### config.mk
export PLATFORM = sky130hd
export DESIGN_NAME = hpg_div_pipe
export DESIGN_NICKNAME = d
export VERILOG_FILES = /design/src/hw/rtl/hpg_div_pipe.sv
export SDC_FILE = /design/constraint.sdc
export NUM_CORES = 2
export LEC_CHECK = 0
export BUFFER_PORTS_ARGS = -buffer_cell sky130_fd_sc_hd__buf_2
export CAP_MARGIN = 30
export CORE_MARGIN = 2
export CORE_UTILIZATION = 60
export CTS_BUF_LIST = sky130_fd_sc_hd__clkbuf_4 sky130_fd_sc_hd__clkbuf_8
export DETAILED_ROUTE_END_ITERATION = 10
export PLACE_DENSITY_LB_ADDON = 0.2
export SYNTH_ARGS = -nofsm -noshare
export SYNTH_HDL_FRONTEND = slang
export SYNTH_SLANG_ARGS = --single-unit
### constraint.sdc
create_clock -name clk -period 5.9 [get_ports clk]
set_clock_uncertainty 0.1 [all_clocks]
set_input_delay 0.59 -clock clk [delete_from_list [all_inputs] [get_ports clk]]
set_output_delay 0.59 -clock clk [all_outputs]
set_load 0.02 [all_outputs]
### src/hw/rtl/hpg_div_pipe.sv
// Pipelined restoring divider: one quotient bit per stage, low quotient bits kept.
`timescale 1ns / 1ps

module hpg_div_pipe #(
  parameter int NUM_W = 41,
  parameter int DIV_W = 16,
  parameter int QUO_W = 16
) (
  input  logic             clk,
  input  logic             en,
  input  logic [NUM_W-1:0] num_i,
  input  logic [DIV_W-1:0] div_i,  // nonzero, held steady while items are in flight
  output logic [QUO_W-1:0] quo_o
);

  logic [DIV_W-1:0] rem_r [NUM_W];
  logic [NUM_W-1:0] num_r [NUM_W];
  logic [QUO_W-1:0] quo_r [NUM_W];

  for (genvar i = 0; i < NUM_W; i++) begin : g_step
    logic [DIV_W-1:0] rem_in;
    logic [NUM_W-1:0] num_in;
    logic [QUO_W-1:0] quo_in;
    logic [DIV_W:0]   trial;
    logic [DIV_W:0]   diff;
    logic             ge;

    if (i == 0) begin : g_first
      assign rem_in = '0;
      assign num_in = num_i;
      assign quo_in = '0;
    end else begin : g_next
      assign rem_in = rem_r[i-1];
      assign num_in = num_r[i-1];
      assign quo_in = quo_r[i-1];
    end

    // Bring down the next numerator bit, subtract when it fits
    assign trial = {rem_in, num_in[NUM_W-1]};
    assign diff  = trial - {1'b0, div_i};
    assign ge    = (trial >= {1'b0, div_i});

    always_ff @(posedge clk) begin
      if (en) begin
        quo_r[i] <= {quo_in[QUO_W-2:0], ge};
      end
    end

    if (i < NUM_W - 1) begin : g_carry
      always_ff @(posedge clk) begin
        if (en) begin
          rem_r[i] <= ge ? diff[DIV_W-1:0] : trial[DIV_W-1:0];
          num_r[i] <= num_in << 1;
        end
      end
    end
  end

  assign quo_o = quo_r[NUM_W-1];

endmodule

Word level (Yosys, flattened, before mapping)
Memory sizes are Yosys's and may differ from the RTL's. Index checks and enable logic that the tools add are counted.

Memories: 3. Bits in writable memories: 2952. Flip-flop bits (word level): 0.

Add/sub/neg operators: 40. Order comparisons: 41. Multiplexer cells: 42.

Memory list: num_r (words 41, width 40, rd ports 40, clocked after memory_dff 0, wr ports 40, line 17) `logic [NUM_W-1:0] num_r [NUM_W];`; quo_r (words 41, width 16, rd ports 41, clocked after memory_dff 0, wr ports 41, line 18) `logic [QUO_W-1:0] quo_r [NUM_W];`; rem_r (words 41, width 16, rd ports 40, clocked after memory_dff 0, wr ports 40, line 16) `logic [DIV_W-1:0] rem_r [NUM_W];`.

Operator list (number): $ge 17x16->1 (40); $mux 16 (40); $sub 16x16->16 (39); $ge 1x16->1 (1); $sub 1x16->16 (1); $mux 1 (2).

Logic depth before layout (Yosys ltp)
An unclocked memory read counts as a cell.

Depth after elaboration: 3. Mapped depth: 14.

Least setup slack after synthesis
No wires, ideal clock.

Path kind: input -> register. From: input div_i[1]. To: memory rem_r[37][8], in the netlist rem_r[4][88] (data pin). Library setup time: 0.260 ns. Required time: 5.540 ns. Buffers on the path: 2. Setup slack: 0.314 ns. Arrival time: 5.226 ns. Stages: 13. Cells stage by stage: clkbuf_1 > inv_1 > ha_1 > nor2b_1 > o2111ai_2 > nand3_1 > a41o_1 > a221o_1 > a2111oi_4 > o21bai_2 > a21oi_4 > buf_8 > mux2_4.

RTL lines: from (decl) (line 12) `input logic [DIV_W-1:0] div_i,`; to (decl) (line 16).

==> results.md <==
* Critical setup path kind: input pin to register
* Number of antenna violations at the first check in global routing at 2
* Synth async-reset ratio at 0%
* Min-Delay Path Class: input pin to register
* Critical path endpoint category: register
* Number of post-CTS setup repair buffers at 0
* IO buf count at 74
* Cell Count, Final, Fillers Out at 8731
* Synthesized Nets at 7051
* Yosys warning count at 0
* Finished Cell Area at 92200 µm²
* Worst Path Max Fanout at 18
* Clk root buf: clkbuf_8
* Die area at 142000 µm²
* Setup_tns at 0 ns
* Top post-synthesis cells by area: edfxtp_1 58%, ha_1 9.7%, mux2_2 5.3%
* CP most frequent cell: o31ai_1
* Chip height at 376 µm
* Seq/Total Area, Yosys at 57.6%
* Initial Util at 60.5%
* GRT Overall Usage at 24.9%
* CTS tree: built
* Area leader, netlist: edfxtp_1
* Peak VDD IR at 0.284 mV
* Worst-skew pair later-pin latency at 0.98 ns
* Critical Path RT at 6.46 ns
* Core region area at 137000 µm²
* Std-Cell Rows at 136
* Slowest-stage cell, CP: inv_2
* Tmin final at 3.86 ns
* CTS Sinks at 1596
* CP startpoint: div_i[2]
* First-pass GRT wire length at 277 mm
* Cell area after synthesis at 83100 µm²
* Reg-to-Reg Start: rem_r[4][64]
* Nets at 7490
* Clk buf depth at 4
* Maximum Capacitance Violations at 0
* Vias in the first global route at 51200
* CP max stage delay at 0.64 ns
* Final Cycle Share at 65.5%
* DRC violations left at 0
* Drt pass-1 iters at 6
* Slew Limit Fails at 0
* Final wirelength at 178 mm
* Worst-Margin Slew at 1.10 ns
* Synth unique cells at 93
* DP Cell Count at 8214
* Grt ovf at 0
* DR vias at 52500
* Setup Viol. Count Final at 0
* TritonCTS Buffers at 285
* FMAX at 0.259 GHz
* DP Wirelength at 121 mm
* Layout cells sized above 1 at 16.0%
* Clock transition at path regs at 0.06 ns
* Top cells by count, synth: 1596 x edfxtp_1, 642 x ha_1, 439 x a21oi_1
* Die X at 376 µm
* Worst hold slack at 0.0402 ns
* Slew HR at 26.5%
* Post-CTS resize count at 0
* Cell Pwr Density at 550 nW/µm²
* Leak at 35.5 nW
* #FFs+latches synth at 1596
* Wire length per cell at 20.4 µm
* Synth-to-Final Area Change at 10.9%
* Post-Syn Instances at 6311
* Arrival @ worst endpoint at 4.42 ns
* Avg Inst Size Synth at 13.2 µm²
* IO Pins at 75
* RSZ-0062 raised after global routing: false
* Initial DRC Count at 4166
* Synth top area share at 57.6%
* CP Launch Type: input pin
* Post-route ant nets at 0
* Hold path startpoint: en
* Fin. Hold Viols at 0
* Largest net degree at the start of global routing at 163
* Most common cell in the netlist: edfxtp_1
* H-tree depth at 5
* Outcome: finished clean
* RePlAce Congestion at 0.921
* Ys flop type: edfxtp_1
* Hold Buf Count CTS at 42
* Placed instance area at 86500 µm²
* Drt via density at 6.01
* Worst-path cell chain: buf_2 -> inv_2 -> buf_4 -> ha_1 -> o21a_1 -> o31ai_1 -> a211oi_1 -> nor3_1 -> o31ai_1 -> o211ai_1 -> nand2_1 -> a211o_1 -> mux2_2
* EDFF count, synth at 1596
==> flip-flops by register name, indices dropped and copies added (netlist names) <==
signal  cells
quo_r     136
rem_r     640
num_r     820
==> layout by cell type, fill, tap and decap left out, types with 42 or more instances in the layout <==
master         netlist  final
edfxtp_1          1596   1596
ha_1               642    642
a21oi_1            439    436
mux2_2             394    394
nor2_1             383    383
nand2_1            302    302
clkbuf_8             0    293
xnor2_1            292    292
o21ai_0            284    284
inv_1              243    228
a21o_1             181    181
xor2_1             164    164
nor3_1             133    133
nand3_1            106    106
buf_4                3     99
nor2b_1             97     97
nand4_1             83     83
o21a_1              77     77
nand2b_1            75     75
clkinv_1             0     75
buf_2               22     73
clkbuf_4             0     68
mux2i_1             49     49
a211oi_1            48     48
dlygate4sd3_1        0     42
==> cell type report <==
class / count / area [µm²]
clock inverters: 112 / 682
fillers: 9969 / 45300
multi-input cells: 4392 / 34000
well taps: 1794 / 2240
diodes: 1 / 2.50
clock buffers: 361 / 4540
flip-flops and latches: 1596 / 47900
inverters: 243 / 915
repair buffers: 232 / 1880
==> report_power, final <==
group / leakage [nW] / internal, mW / switching (mW)
Clock: 2.75 / 5.35 / 4.33
Sequential: 15.6 / 16.8 / 1.88
Combinational: 17.2 / 10.7 / 11.7
Total: 35.5 / 32.8 / 17.9
==> worst paths after layout <==
check                       end  slack, ns  depth (start not counted)
hold / removal      num_r[0][2]       0.04                          1
setup / recovery  rem_r[1][108]       2.04                         13
hold reg to reg   num_r[1][190]       0.29                          0
setup reg to reg   rem_r[4][82]       2.09                         10
==> kinds of logic after synthesis <==
logic type,synth area share (%)
compound gates,11.0
xor+xnor,4.80
fa+ha+maj,10.6
buf+inv,1.55
flops,57.6
mux,6.22
simple gates,8.17
==> through the flow <==
step	power [mW]	util, %	worst slack (ns)
2_1_floorplan	35.5	-	0.314
3_3_place_gp	40.1	62.9	1.19
3_5_place_dp	40.7	62.9	1.11
4_1_cts	50.8	67.0	2.11
5_1_grt	54.1	67.0	1.82
6_report	50.7	67.0	2.04
==> worst max-delay path: cells and delay by family <==
kind	cells	cell delay [ns]
multiplexers	1	0.41
adder cells (fa/ha/maj)	1	0.25
AO/OA/AOI/OAI	6	1.85
AND/OR/NAND/NOR	2	0.24
buffers and inverters	3	1.05
==> metal layers <==
metal / vias up / routed length (µm) / track usage [%]
met5: - / 13 / 0
met4: 2 / 6770 / 10.1
met3: 417 / 9690 / 3.70
met2: 1549 / 81800 / 39.4
met1: 25300 / 79500 / 34.8
li1: 25200 / - / -
(Power assumes the default switching activity.)
